## config.mk

```make
export PLATFORM = sky130hd
export DESIGN_NAME = three_band_tone_stack_filter_top
export DESIGN_NICKNAME = d
export VERILOG_FILES = /design/src/hw/rtl/tbts_pkg.sv /design/src/hw/rtl/tbts_seq.sv /design/src/hw/rtl/tbts_dp.sv /design/src/hw/rtl/three_band_tone_stack_filter_top.sv
export SDC_FILE = /design/constraint.sdc
export NUM_CORES = 2
export LEC_CHECK = 0
export ABC_CLOCK_PERIOD_IN_PS = 12490
export BUFFER_PORTS_ARGS = -buffer_cell sky130_fd_sc_hd__buf_4
export CAP_MARGIN = 20
export CORE_UTILIZATION = 63
export CTS_BUF_LIST = sky130_fd_sc_hd__clkbuf_16
export DETAILED_ROUTE_END_ITERATION = 10
export GPL_ROUTABILITY_DRIVEN = 0
export PLACE_DENSITY = 0.8
export SLEW_MARGIN = 30
export SYNTH_ARGS = -nofsm -noshare
export SYNTH_HDL_FRONTEND = slang
export SYNTH_HIERARCHICAL = 1
export SYNTH_SLANG_ARGS = --single-unit
```

## constraint.sdc

```tcl
create_clock -name clock -period 12.49 [get_ports clock]
set_clock_uncertainty 0.2 [all_clocks]
set_input_delay 1.249 -clock clock [delete_from_list [all_inputs] [get_ports clock]]
set_output_delay 1.249 -clock clock [all_outputs]
set_load 0.005 [all_outputs]
```

## src/hw/rtl/tbts_pkg.sv

```systemverilog
`timescale 1ns / 1ps
// ----------------------------------------------------------------------------
// Three-band tone stack filter: shared package
// Types, constants and the microcode program used by the sequencer, the
// datapath and the top level.
// ----------------------------------------------------------------------------
package tbts_pkg;

   // Default widths of the sample path and the capacitor state.
   localparam int SAMPLE_WIDTH_DEF = 24;
   localparam int STATE_WIDTH_DEF  = 32;

   // Coefficient formats.
   localparam int COEF_W    = 24;
   localparam int COEF_FRAC = 20;
   localparam int MIX_W     = 17;
   localparam int MIX_FRAC  = 16;
   localparam logic [MIX_W-1:0] MIX_FULL = 17'd65536;
   localparam logic [MIX_W-1:0] MIX_RESET = 17'd32768;

   // Configuration register indexes.
   localparam int CSR_INDEX_W = 3;
   localparam logic [CSR_INDEX_W-1:0] REG_KA1 = 3'd0;
   localparam logic [CSR_INDEX_W-1:0] REG_KA2 = 3'd1;
   localparam logic [CSR_INDEX_W-1:0] REG_KM1 = 3'd2;
   localparam logic [CSR_INDEX_W-1:0] REG_KM2 = 3'd3;
   localparam logic [CSR_INDEX_W-1:0] REG_KB  = 3'd4;
   localparam logic [CSR_INDEX_W-1:0] REG_MIX = 3'd5;

   // Program counter width of the microcode sequencer.
   localparam int STEP_W = 5;

   // Coefficient register set.
   typedef struct packed {
      logic signed [COEF_W-1:0] ka1;
      logic signed [COEF_W-1:0] ka2;
      logic signed [COEF_W-1:0] km1;
      logic signed [COEF_W-1:0] km2;
      logic signed [COEF_W-1:0] kb;
      logic        [MIX_W-1:0]  mix;
   } coef_set_type;

   // Multiplier operand register.
   typedef enum logic [1:0] {
      MSRC_D1,
      MSRC_D2,
      MSRC_E,
      MSRC_F
   } mul_src_type;

   // Multiplier coefficient.
   typedef enum logic [2:0] {
      COEF_KA1,
      COEF_KA2,
      COEF_KM1,
      COEF_KM2,
      COEF_KB,
      COEF_MIX
   } coef_sel_type;

   // Accumulator operation on the registered product.
   typedef enum logic [1:0] {
      ACC_HOLD,
      ACC_LOAD,
      ACC_ADD
   } acc_op_type;

   // Subtractor operation.
   typedef enum logic [2:0] {
      ALU_NOP,
      ALU_D1,
      ALU_D2,
      ALU_V1,
      ALU_E1,
      ALU_E2,
      ALU_F
   } alu_op_type;

   // Write-back of the rounded accumulator.
   typedef enum logic [2:0] {
      WB_NOP,
      WB_A,
      WB_M,
      WB_V2,
      WB_Y
   } wb_op_type;

   // Step hold condition.
   typedef enum logic [1:0] {
      WAIT_NONE,
      WAIT_REQ,
      WAIT_OUT
   } wait_type;

   // One control word of the program.
   typedef struct packed {
      logic              mul_en;
      logic              mul_hi;
      mul_src_type       mul_src;
      coef_sel_type      coef_sel;
      acc_op_type        acc_op;
      alu_op_type        alu_op;
      wb_op_type         wb_op;
      wait_type          wait_cond;
      logic              jump;
      logic [STEP_W-1:0] jump_target;
   } ctrl_word_type;

   localparam ctrl_word_type UCODE_NOP = '{
      mul_en:      1'b0,
      mul_hi:      1'b0,
      mul_src:     MSRC_D1,
      coef_sel:    COEF_KA1,
      acc_op:      ACC_HOLD,
      alu_op:      ALU_NOP,
      wb_op:       WB_NOP,
      wait_cond:   WAIT_NONE,
      jump:        1'b0,
      jump_target: '0
   };

   // Adds a partial product to a control word.
   function automatic ctrl_word_type with_mul(input ctrl_word_type w_in, input logic hi,
                                              input mul_src_type src,
                                              input coef_sel_type coef);
      ctrl_word_type w;
      w          = w_in;
      w.mul_en   = 1'b1;
      w.mul_hi   = hi;
      w.mul_src  = src;
      w.coef_sel = coef;
      return w;
   endfunction

   // The program: one sample per pass. Products are registered after the multiplier
   // and reach the accumulator in the next step.
   function automatic ctrl_word_type ucode_rom(input logic [STEP_W-1:0] step);
      ctrl_word_type w;
      w = UCODE_NOP;
      unique case (step)
         5'd0: begin
            w.wait_cond = WAIT_REQ;
         end
         5'd1: begin
            w.alu_op = ALU_D1;
         end
         5'd2: begin
            w.alu_op = ALU_D2;
         end
         5'd3: begin
            w = with_mul(w, 1'b0, MSRC_D1, COEF_KA1);
         end
         5'd4: begin
            w = with_mul(w, 1'b1, MSRC_D1, COEF_KA1);
            w.acc_op = ACC_LOAD;
         end
         5'd5: begin
            w = with_mul(w, 1'b0, MSRC_D2, COEF_KA2);
            w.acc_op = ACC_ADD;
         end
         5'd6: begin
            w = with_mul(w, 1'b1, MSRC_D2, COEF_KA2);
            w.acc_op = ACC_ADD;
         end
         5'd7: begin
            w = with_mul(w, 1'b0, MSRC_D1, COEF_KM1);
            w.acc_op = ACC_ADD;
         end
         5'd8: begin
            w = with_mul(w, 1'b1, MSRC_D1, COEF_KM1);
            w.acc_op = ACC_LOAD;
            w.wb_op  = WB_A;
         end
         5'd9: begin
            w = with_mul(w, 1'b0, MSRC_D2, COEF_KM2);
            w.acc_op = ACC_ADD;
         end
         5'd10: begin
            w = with_mul(w, 1'b1, MSRC_D2, COEF_KM2);
            w.acc_op = ACC_ADD;
            w.alu_op = ALU_V1;
         end
         5'd11: begin
            w.acc_op = ACC_ADD;
         end
         5'd12: begin
            w.wb_op = WB_M;
         end
         5'd13: begin
            w.alu_op = ALU_E1;
         end
         5'd14: begin
            w.alu_op = ALU_E2;
         end
         5'd15: begin
            w = with_mul(w, 1'b0, MSRC_E, COEF_KB);
            w.alu_op = ALU_F;
         end
         5'd16: begin
            w = with_mul(w, 1'b1, MSRC_E, COEF_KB);
            w.acc_op = ACC_LOAD;
         end
         5'd17: begin
            w = with_mul(w, 1'b0, MSRC_F, COEF_MIX);
            w.acc_op = ACC_ADD;
         end
         5'd18: begin
            w = with_mul(w, 1'b1, MSRC_F, COEF_MIX);
            w.acc_op = ACC_LOAD;
            w.wb_op  = WB_V2;
         end
         5'd19: begin
            w.acc_op = ACC_ADD;
         end
         5'd20: begin
            w.wb_op       = WB_Y;
            w.wait_cond   = WAIT_OUT;
            w.jump        = 1'b1;
            w.jump_target = '0;
         end
         default: begin
            // Unused steps return to the idle step.
            w.jump        = 1'b1;
            w.jump_target = '0;
         end
      endcase
      return w;
   endfunction

endpackage

```

## src/hw/rtl/tbts_seq.sv

```systemverilog
`timescale 1ns / 1ps
// ----------------------------------------------------------------------------
// Tone stack microcode sequencer
// Step counter over the program table, with hold conditions on the input
// and output channels and jumps back to the idle step.
// ----------------------------------------------------------------------------
module tbts_seq
   import tbts_pkg::*;
(
   input  logic          clock,
   input  logic          reset,
   input  logic          req_valid,
   input  logic          out_free,
   output ctrl_word_type ctrl
);

   logic [STEP_W-1:0] pc_ff;
   logic [STEP_W-1:0] pc_in;
   logic              hold;

   // Control word of the current step.
   assign ctrl = ucode_rom(pc_ff);

   // A step holds while its channel is not ready, then jumps or moves on.
   always_comb begin
      hold = ((ctrl.wait_cond == WAIT_REQ) && !req_valid) ||
             ((ctrl.wait_cond == WAIT_OUT) && !out_free);
      priority if (hold) begin
         pc_in = pc_ff;
      end else if (ctrl.jump) begin
         pc_in = ctrl.jump_target;
      end else begin
         pc_in = pc_ff + STEP_W'(1);
      end
   end

   always_ff @(posedge clock) begin
      if (reset) begin
         pc_ff <= '0;
      end else begin
         pc_ff <= pc_in;
      end
   end

endmodule

```

## src/hw/rtl/tbts_dp.sv

```systemverilog
`timescale 1ns / 1ps
// ----------------------------------------------------------------------------
// Tone stack datapath
// Operand registers, one subtractor, one shared split multiplier with a
// product register, an accumulator, and rounding with saturation.
// ----------------------------------------------------------------------------
module tbts_dp
   import tbts_pkg::*;
#(
   parameter int SAMPLE_WIDTH = SAMPLE_WIDTH_DEF,
   parameter int STATE_WIDTH  = STATE_WIDTH_DEF
) (
   input  logic                           clock,
   input  logic                           reset,
   input  ctrl_word_type                  ctrl,
   input  logic                           accept,
   input  logic signed [SAMPLE_WIDTH-1:0] sample_in,
   input  coef_set_type                   coefs,
   output logic signed [SAMPLE_WIDTH-1:0] y_value
);

   localparam int MW   = (STATE_WIDTH > SAMPLE_WIDTH) ? STATE_WIDTH : SAMPLE_WIDTH;
   localparam int OW   = MW + 2;             // operand width, holds x - m - v2
   localparam int LO_W = (OW + 1) / 2;       // low part of a split operand
   localparam int MA   = LO_W + 1;           // signed multiplier operand width
   localparam int PW   = MA + COEF_W;        // product width
   localparam int ACCW = OW + COEF_W + 1;    // exact sum of two full products
   localparam int SUMW = ACCW + 1;           // write-back sum width

   localparam logic signed [ACCW-1:0] HALF_Q20 = ACCW'(2 ** (COEF_FRAC - 1));
   localparam logic signed [ACCW-1:0] HALF_Q16 = ACCW'(2 ** (MIX_FRAC - 1));

   localparam logic signed [SUMW-1:0] ST_MAX =
      {{(SUMW - STATE_WIDTH + 1){1'b0}}, {(STATE_WIDTH - 1){1'b1}}};
   localparam logic signed [SUMW-1:0] ST_MIN =
      {{(SUMW - STATE_WIDTH + 1){1'b1}}, {(STATE_WIDTH - 1){1'b0}}};
   localparam logic signed [SUMW-1:0] SW_MAX =
      {{(SUMW - SAMPLE_WIDTH + 1){1'b0}}, {(SAMPLE_WIDTH - 1){1'b1}}};
   localparam logic signed [SUMW-1:0] SW_MIN =
      {{(SUMW - SAMPLE_WIDTH + 1){1'b1}}, {(SAMPLE_WIDTH - 1){1'b0}}};

   function automatic logic signed [STATE_WIDTH-1:0] sat_state(
      input logic signed [SUMW-1:0] v);
      logic signed [STATE_WIDTH-1:0] r;
      if (v > ST_MAX) begin
         r = ST_MAX[STATE_WIDTH-1:0];
      end else if (v < ST_MIN) begin
         r = ST_MIN[STATE_WIDTH-1:0];
      end else begin
         r = v[STATE_WIDTH-1:0];
      end
      return r;
   endfunction

   function automatic logic signed [SAMPLE_WIDTH-1:0] sat_sample(
      input logic signed [SUMW-1:0] v);
      logic signed [SAMPLE_WIDTH-1:0] r;
      if (v > SW_MAX) begin
         r = SW_MAX[SAMPLE_WIDTH-1:0];
      end else if (v < SW_MIN) begin
         r = SW_MIN[SAMPLE_WIDTH-1:0];
      end else begin
         r = v[SAMPLE_WIDTH-1:0];
      end
      return r;
   endfunction

   logic signed [SAMPLE_WIDTH-1:0] x_ff, x_in;
   logic signed [STATE_WIDTH-1:0]  v1_ff, v1_in, v2_ff, v2_in;
   logic signed [STATE_WIDTH-1:0]  a_ff, a_in, m_ff, m_in;
   logic signed [OW-1:0]           d1_ff, d1_in, d2_ff, d2_in;
   logic signed [OW-1:0]           e_ff, e_in, f_ff, f_in;
   logic signed [PW-1:0]           prod_ff, prod_in;
   logic                           prod_hi_ff, prod_hi_in;
   logic signed [ACCW-1:0]         acc_ff, acc_in;

   logic signed [OW-1:0]     alu_a, alu_b, alu_diff;
   logic signed [OW-1:0]     mul_op;
   logic signed [MA-1:0]     mul_part;
   logic signed [COEF_W-1:0] mul_coef;
   logic        [MIX_W-1:0]  mix_clamp;
   logic signed [ACCW-1:0]   prod_ext, acc_term;
   logic signed [ACCW-1:0]   rnd;
   logic signed [SUMW-1:0]   wb_base, wb_sum;

   // Subtractor: differences of sample, state and intermediates.
   always_comb begin
      unique case (ctrl.alu_op)
         ALU_D1: begin
            alu_a = OW'(x_ff);
            alu_b = OW'(v1_ff);
         end
         ALU_D2: begin
            alu_a = OW'(x_ff);
            alu_b = OW'(v2_ff);
         end
         ALU_V1: begin
            alu_a = OW'(x_ff);
            alu_b = OW'(a_ff);
         end
         ALU_E1: begin
            alu_a = OW'(x_ff);
            alu_b = OW'(m_ff);
         end
         ALU_E2: begin
            alu_a = e_ff;
            alu_b = OW'(v2_ff);
         end
         ALU_F: begin
            alu_a = OW'(a_ff);
            alu_b = OW'(m_ff);
         end
         default: begin
            alu_a = '0;
            alu_b = '0;
         end
      endcase
      alu_diff = alu_a - alu_b;
   end

   // Multiplier operands: one half of an operand register times a coefficient.
   always_comb begin
      unique case (ctrl.mul_src)
         MSRC_D1: mul_op = d1_ff;
         MSRC_D2: mul_op = d2_ff;
         MSRC_E:  mul_op = e_ff;
         MSRC_F:  mul_op = f_ff;
         default: mul_op = d1_ff;
      endcase
      if (ctrl.mul_hi) begin
         mul_part = MA'($signed(mul_op[OW-1:LO_W]));
      end else begin
         mul_part = $signed({1'b0, mul_op[LO_W-1:0]});
      end
      mix_clamp = (coefs.mix > MIX_FULL) ? MIX_FULL : coefs.mix;
      unique case (ctrl.coef_sel)
         COEF_KA1: mul_coef = coefs.ka1;
         COEF_KA2: mul_coef = coefs.ka2;
         COEF_KM1: mul_coef = coefs.km1;
         COEF_KM2: mul_coef = coefs.km2;
         COEF_KB:  mul_coef = coefs.kb;
         COEF_MIX: mul_coef = $signed(COEF_W'(mix_clamp));
         default:  mul_coef = '0;
      endcase
      prod_in    = ctrl.mul_en ? (mul_part * mul_coef) : prod_ff;
      prod_hi_in = ctrl.mul_en ? ctrl.mul_hi : prod_hi_ff;
   end

   // Accumulator takes the registered product, shifted up for a high half.
   always_comb begin
      prod_ext = ACCW'(prod_ff);
      acc_term = prod_hi_ff ? (prod_ext <<< LO_W) : prod_ext;
      unique case (ctrl.acc_op)
         ACC_LOAD: acc_in = acc_term;
         ACC_ADD:  acc_in = acc_ff + acc_term;
         default:  acc_in = acc_ff;
      endcase
   end

   // Round half up, add the base term and saturate.
   always_comb begin
      if (ctrl.wb_op == WB_Y) begin
         rnd = (acc_ff + HALF_Q16) >>> MIX_FRAC;
      end else begin
         rnd = (acc_ff + HALF_Q20) >>> COEF_FRAC;
      end
      unique case (ctrl.wb_op)
         WB_V2:   wb_base = SUMW'(v2_ff);
         WB_Y:    wb_base = SUMW'(m_ff);
         default: wb_base = '0;
      endcase
      wb_sum  = wb_base + SUMW'(rnd);
      y_value = sat_sample(wb_sum);
   end

   // Next values of the working registers.
   always_comb begin
      x_in  = accept ? sample_in : x_ff;
      d1_in = (ctrl.alu_op == ALU_D1) ? alu_diff : d1_ff;
      d2_in = (ctrl.alu_op == ALU_D2) ? alu_diff : d2_ff;
      e_in  = ((ctrl.alu_op == ALU_E1) || (ctrl.alu_op == ALU_E2)) ? alu_diff : e_ff;
      f_in  = (ctrl.alu_op == ALU_F) ? alu_diff : f_ff;
      a_in  = (ctrl.wb_op == WB_A) ? sat_state(wb_sum) : a_ff;
      m_in  = (ctrl.wb_op == WB_M) ? sat_state(wb_sum) : m_ff;
      v1_in = (ctrl.alu_op == ALU_V1) ? sat_state(SUMW'(alu_diff)) : v1_ff;
      v2_in = (ctrl.wb_op == WB_V2) ? sat_state(wb_sum) : v2_ff;
   end

   // Capacitor state.
   always_ff @(posedge clock) begin
      if (reset) begin
         v1_ff <= '0;
         v2_ff <= '0;
      end else begin
         v1_ff <= v1_in;
         v2_ff <= v2_in;
      end
   end

   // Working registers.
   always_ff @(posedge clock) begin
      x_ff       <= x_in;
      d1_ff      <= d1_in;
      d2_ff      <= d2_in;
      e_ff       <= e_in;
      f_ff       <= f_in;
      a_ff       <= a_in;
      m_ff       <= m_in;
      prod_ff    <= prod_in;
      prod_hi_ff <= prod_hi_in;
      acc_ff     <= acc_in;
   end

endmodule

```

## src/hw/rtl/three_band_tone_stack_filter_top.sv

```systemverilog
`timescale 1ns / 1ps
// ----------------------------------------------------------------------------
// Three-band tone stack filter
// Per sample, a passive treble/bass/mid tone network with two capacitor
// states, driven by a microcoded sequencer over one shared multiplier.
//
// Usage:
//   req_* carries one input sample per beat, rsp_* one filtered sample per
//   beat, csr_* writes the coefficient registers (index 0 to 5; higher
//   indexes are ignored). csr_ready is high whenever reset is low; write
//   coefficients only while no sample is in flight.
//   A sample is accepted in the idle step of the program. Its result is
//   registered in the last step, and the next sample is accepted once the
//   program is back in the idle step. The length of a pass is set by the twelve
//   partial products that share the single multiplier, plus the chain of
//   subtractions between them.
//   A result waits in the output register while rsp_tready is low; the block
//   works on the next sample meanwhile and holds in its last step only if
//   that result is done before the register drains.
//   Reset clears both capacitor states, zeroes the coefficients, sets the
//   treble mix to half and drops rsp_tvalid, req_tready and csr_ready.
// ----------------------------------------------------------------------------
module three_band_tone_stack_filter_top
   import tbts_pkg::*;
#(
   parameter int SAMPLE_WIDTH = SAMPLE_WIDTH_DEF,
   parameter int STATE_WIDTH  = STATE_WIDTH_DEF,
   localparam int TDATA_W     = ((SAMPLE_WIDTH + 7) / 8) * 8
) (
   input  logic                   clock,
   input  logic                   reset,
   // Input samples.
   input  logic                   req_tvalid,
   output logic                   req_tready,
   input  logic [TDATA_W-1:0]     req_tdata,   // sample_in, zero padded
   // Filtered samples.
   output logic                   rsp_tvalid,
   input  logic                   rsp_tready,
   output logic [TDATA_W-1:0]     rsp_tdata,   // sample_out, zero padded
   // Coefficient writes.
   input  logic                   csr_valid,
   output logic                   csr_ready,
   input  logic [CSR_INDEX_W-1:0] csr_index,
   input  logic [COEF_W-1:0]      csr_wdata
);

   ctrl_word_type                  ctrl;
   coef_set_type                   coef_ff, coef_in;
   logic                           rsp_tvalid_ff, rsp_tvalid_in;
   logic [TDATA_W-1:0]             rsp_tdata_ff, rsp_tdata_in;
   logic                           accept;
   logic                           out_free;
   logic                           y_load;
   logic signed [SAMPLE_WIDTH-1:0] y_value;

   // Handshakes.
   assign req_tready = (ctrl.wait_cond == WAIT_REQ) && !reset;
   assign accept     = req_tvalid && req_tready;
   assign out_free   = !rsp_tvalid_ff || rsp_tready;
   assign y_load     = (ctrl.wb_op == WB_Y) && out_free;
   assign csr_ready  = !reset;
   assign rsp_tvalid = rsp_tvalid_ff;
   assign rsp_tdata  = rsp_tdata_ff;

   tbts_seq u_seq (
      .clock     (clock),
      .reset     (reset),
      .req_valid (req_tvalid),
      .out_free  (out_free),
      .ctrl      (ctrl)
   );

   tbts_dp #(
      .SAMPLE_WIDTH (SAMPLE_WIDTH),
      .STATE_WIDTH  (STATE_WIDTH)
   ) u_dp (
      .clock     (clock),
      .reset     (reset),
      .ctrl      (ctrl),
      .accept    (accept),
      .sample_in ($signed(req_tdata[SAMPLE_WIDTH-1:0])),
      .coefs     (coef_ff),
      .y_value   (y_value)
   );

   // Coefficient register writes.
   always_comb begin
      coef_in = coef_ff;
      if (csr_valid && csr_ready) begin
         unique case (csr_index)
            REG_KA1: coef_in.ka1 = $signed(csr_wdata);
            REG_KA2: coef_in.ka2 = $signed(csr_wdata);
            REG_KM1: coef_in.km1 = $signed(csr_wdata);
            REG_KM2: coef_in.km2 = $signed(csr_wdata);
            REG_KB:  coef_in.kb  = $signed(csr_wdata);
            REG_MIX: coef_in.mix = csr_wdata[MIX_W-1:0];
            default: coef_in = coef_ff;
         endcase
      end
   end

   // Output register: loaded when the last step finds it free.
   always_comb begin
      rsp_tdata_in = y_load ? TDATA_W'($unsigned(y_value)) : rsp_tdata_ff;
      priority if (y_load) begin
         rsp_tvalid_in = 1'b1;
      end else if (rsp_tready) begin
         rsp_tvalid_in = 1'b0;
      end else begin
         rsp_tvalid_in = rsp_tvalid_ff;
      end
   end

   always_ff @(posedge clock) begin
      if (reset) begin
         coef_ff       <= '{ka1: '0, ka2: '0, km1: '0, km2: '0, kb: '0, mix: MIX_RESET};
         rsp_tvalid_ff <= 1'b0;
      end else begin
         coef_ff       <= coef_in;
         rsp_tvalid_ff <= rsp_tvalid_in;
      end
   end

   always_ff @(posedge clock) begin
      rsp_tdata_ff <= rsp_tdata_in;
   end

endmodule
```

==> After elaboration in Yosys (flattened, before gate mapping) <==
Cells that the tools add are included.
{ "totals": {"ff_bits": 557, "elab_cells": 137} }
{ "op_classes": {"addsub": 6, "mul": 1, "n_lt_le_gt_ge": 7, "n_eq_ne": 47, "muxes": 24, "n_reduce_logical": 31} }
{ "ops": {"columns": ["cell", "n"], "rows": [
  ["$pmux W34 S4", 2],
  ["$pmux W24 S6", 1],
  ["$mux W32", 4],
  ["$pmux W60 S2", 1],
  ["$pmux W59 S2", 1],
  ["$pmux W34 S3", 1],
  ["$pmux W7 S12", 1],
  ["$add A60 B59 Y60", 1],
  ["$gt A60 B24 Y1 const B", 1],
  ["$gt A60 B32 Y1 const B", 1],
  ["$lt A60 B24 Y1 const B", 1],
  ["$lt A60 B32 Y1 const B", 1],
  ["$add A59 B17 Y59 const B", 1],
  ["$add A59 B21 Y59 const B", 1],
  ["$add A59 B59 Y59", 1],
  ["$mux W59", 1],
  ["$mux W58", 1],
  ["$mul A18 B24 Y42", 1],
  ["$eq A5 B4 Y1 const B", 8],
  ["$gt A34 B32 Y1 const B", 1],
  ["$lt A34 B32 Y1 const B", 1],
  ["$sub A34 B34 Y34", 1],
  ["$eq A5 B5 Y1 const B", 5],
  ["$eq A3 B2 Y1 const B", 8],
  ["other kinds (30)", 70]
]} }

==> Logic depth before layout (Yosys ltp) <==
{ "depth": {"depth_word": 9, "ltp_mapped": 40, "mapped_depth_nobuf": 37} }

==> By module <==
Netlist, hierarchy kept.
{ "modules_own_cells": {"columns": ["mod", "instances", "cells_each", "area_each_um2"], "rows": [
  ["tbts_dp", 1, 4401, 42089.1],
  ["three_band_tone_stack_filter_top", 1, 666, 6017.0],
  ["tbts_seq", 1, 99, 694.4]
]} }

==> Least setup slack after synthesis <==
OpenSTA, ideal clock, no wires.
{ "synth_timing": {"path_type": "reg-to-reg", "startpoint": "reg u_seq.pc_ff[0]", "endpoint": "reg u_dp.prod_ff[41], data pin", "arrival_ns": 9.151, "t_required_ns": 12.030, "path_slack_ns": 2.879, "path_stages_with_launch": 36, "path_buffers": 4, "path_cell_list": "dfxtp_1 ha_1 inv_1 nor3_1 ha_1 o21bai_1 buf_4 clkbuf_1 buf_1 mux4_2 mux2i_1 clkbuf_1 nor2_1 fa_1 inv_1 fa_1 fa_1 fa_1 inv_1 fa_1 inv_1 fa_1 inv_1 ha_1 a21o_1 a21oi_1 o21ai_0 o21a_1 a211oi_1 nor4b_1 o21ai_0 o21bai_1 o21ai_0 o2111ai_1 a21oi_1 xnor2_1"} }
{ "synth_rtl": {"columns": ["item", "line", "text"], "rows": [
  ["start, declared", "tbts_seq.sv:17", "logic [STEP_W-1:0] pc_ff;"],
  ["start signal, assigned", "tbts_seq.sv:41", "pc_ff <= pc_in;"],
  ["end signal, assigned", "tbts_dp.sv:209", "prod_ff <= prod_in;"],
  ["end, declared", "tbts_dp.sv:73", "logic signed [PW-1:0] prod_ff, prod_in;"]
]} }

==> flow_summary.toml <==
[yosys]
synth_fp_nets = 5891
synth_cells = 5160
synth_area_per_cell_sq_um = 9.449
yosys_warnings = 6
syn_area_sq_um = 48760

[place]
dp_slack_ps = 1813
placed_area_sq_um = 50170
port_buffers = 82
dp_hpwl_microns = 102000

[clocking]
numCtsBuffers = 59
insertion_delay_ps = 680
cts_setup_buffers = 0
cts_max_level = 2
path_clk_slew_ps = 60
cts_resized = 0
cts-root-buf = "clkbuf_16"
clock_sinks = 557
cts_buffer_depth = 3
hold_buffers = 0
cts_tree = "built"

[timing]
tns_ps = 0
slew_headroom_pct = 30.52
fin_ws_ps = 1605
min_period_ps = 10890
fmax_ghz = 0.09187
finalSetupViolations = 0
final-hold-violation-count = 0
tightest_slew_ps = 1013
rsz0062_at_grt = "no"
fin_crit_sh_pct = 87.15
drv_slew = 0

[routing]
first_pass_iters = 9
vias = 39770
wl_per_cell_microns = 22.59
totalWireLength_microns = 139200
drc = 0
drtIter0Drc = 4422
postRouteAntennaNets = 0
viasPerCell = 6.452

[worst_setup_path]
crit_type = "flop to flop"
timing.rr.end = "u_dp/prod_ff[41]$_DFFE_PP_"
crit_path_start_kind = "flop"
cp.arrival_ps = 11060
r2r_setup_slack_ps = 1600
critical_path.max_fanout = 19
crit_required_ps = 12670
end_kind = "flop"
critPathSlowestCell = "nand3_1"
path_common_cell = "inv_1"
reg2regPathDepth = 34
cpPeakStageDelay_ps = 670
r2r_start = "u_seq/pc_ff[3]$_SDFFE_PP0N_"

[die]
start_util_pct = 63.99
coreArea_sq_um = 76200
dieHeight_microns = 280.2
ios = 83
row_count = 101
design.die.area_sq_um = 78510
fp.dieW_microns = 280.2

[pwr]
p_sw_share_pct = 46.60
power_frac_clock_pct = 16.9
leakagePower_uw = 0.02145
power.total_uw = 11270
ir_drop_mv = 0.2037
seqPwrFrac_pct = 26.2
powerDensity_nw_per_um2 = 215.7
internal-power_uw = 6020
p_sw_uw = 5253
p_comb_share_pct = 56.9

[cells_and_area]
regArea_sq_um = 14650
nNetsFinal = 5818
area_growth_pct = 7.198
nFillCells = 5766
most-common-layout-cells = "583 x inv_1, 535 x nand2_1, 429 x fa_1, 371 x a21oi_1, 358 x nor2_1"
mostFrequentLayoutCell = "inv_1"
multi_input_comb_area_sq_um = 30840
final_cell_area_sq_um = 52270
drive_above_1_share_pct = 9.879

[global_route]
grt-ovfl-total = 0
grt_pass1_vias = 38810
grt_use_total_pct = 35.61
grt_pass1_wl_microns = 217700
antenna_found_initial = 1
grt_max_degree = 170

[status]
status = "complete, no violations"

[worst_hold_path]
worst_hold_path_type = "flop to flop"
min_delay_path_depth = 2
hold_start = "coef_ff[131]$_SDFFE_PP0P_"
min_to = "coef_ff[131]$_SDFFE_PP0P_"

[run]
drv_cap = 0
==> registers in the layout, indices dropped and copies added, names as in the netlist, 34 cells and up <==
register / count
coef_ff: 137
u_dp/acc_ff: 59
u_dp/d1_ff: 34
u_dp/d2_ff: 34
u_dp/e_ff: 34
u_dp/f_ff: 34
u_dp/prod_ff: 42
==> routing by layer <==
metal  up-vias  wire length [microns]  GRT usage [%]
li1      17620                      -              -
met1     19230                  53770          47.97
met2      2489                  62130          55.09
met3       426                  15370          6.870
met4         0                   7934          18.00
met5         -                      0              0
==> metrics by stage <==
stage                     hold slack (ps)  util, %  cells
after floorplan                     235.7        -   5160
after detailed placement            266.6    65.84   6056
after global placement              245.9    65.79   6053
final                               273.8    68.59   6163
after global routing                295.6    68.59   6163
after CTS                           275.2    68.58   6162
==> power groups by stage <==
stage / Sequential (uW) / Clock, uW / Combinational (uW)
final: 2950 / 1900 / 6420
after global routing: 2970 / 1980 / 6890
after detailed placement: 2970 / 0 / 6170
after floorplan: 2860 / 0 / 4480
after CTS: 2940 / 1910 / 6240
after global placement: 2960 / 0 / 6000
==> layout make-up <==
type	instances	area share [%]
repair buffers	158	2.334
multi-input cells	3730	59.00
diodes	1	0.004788
flip-flops and latches	557	28.04
clock inverters	46	1.115
clock buffers	60	2.873
inverters	581	4.172
well taps	1030	2.466
==> critical path, delay by kind of cell, from the launching register on <==
| family | cells | cell delay (ps) |
|---|---|---|
| DFF | 1 | 640 |
| adders and majority gates | 8 | 3800 |
| AOI/OAI and AO/OA | 8 | 2100 |
| xor gates and xnor gates | 1 | 130 |
| and+or+nand+nor | 9 | 2740 |
| buffers and inverters | 8 | 990 |
==> worst max path at each step <==
stage,startpoint,endpoint,cells past startpoint
after floorplan,u_seq/pc_ff[0]$_SDFFE_PP0N_,u_dp/prod_ff[41]$_DFFE_PP_,35
after global placement,u_seq/pc_ff[2]$_SDFFE_PP0N_,u_dp/prod_ff[41]$_DFFE_PP_,32
after detailed placement,u_seq/pc_ff[2]$_SDFFE_PP0N_,u_dp/prod_ff[41]$_DFFE_PP_,32
after CTS,u_seq/pc_ff[2]$_SDFFE_PP0N_,u_dp/prod_ff[41]$_DFFE_PP_,32
after global routing,u_seq/pc_ff[2]$_SDFFE_PP0N_,u_dp/prod_ff[41]$_DFFE_PP_,34
final,u_seq/pc_ff[3]$_SDFFE_PP0N_,u_dp/prod_ff[41]$_DFFE_PP_,34
(Power assumes the default switching activity.)
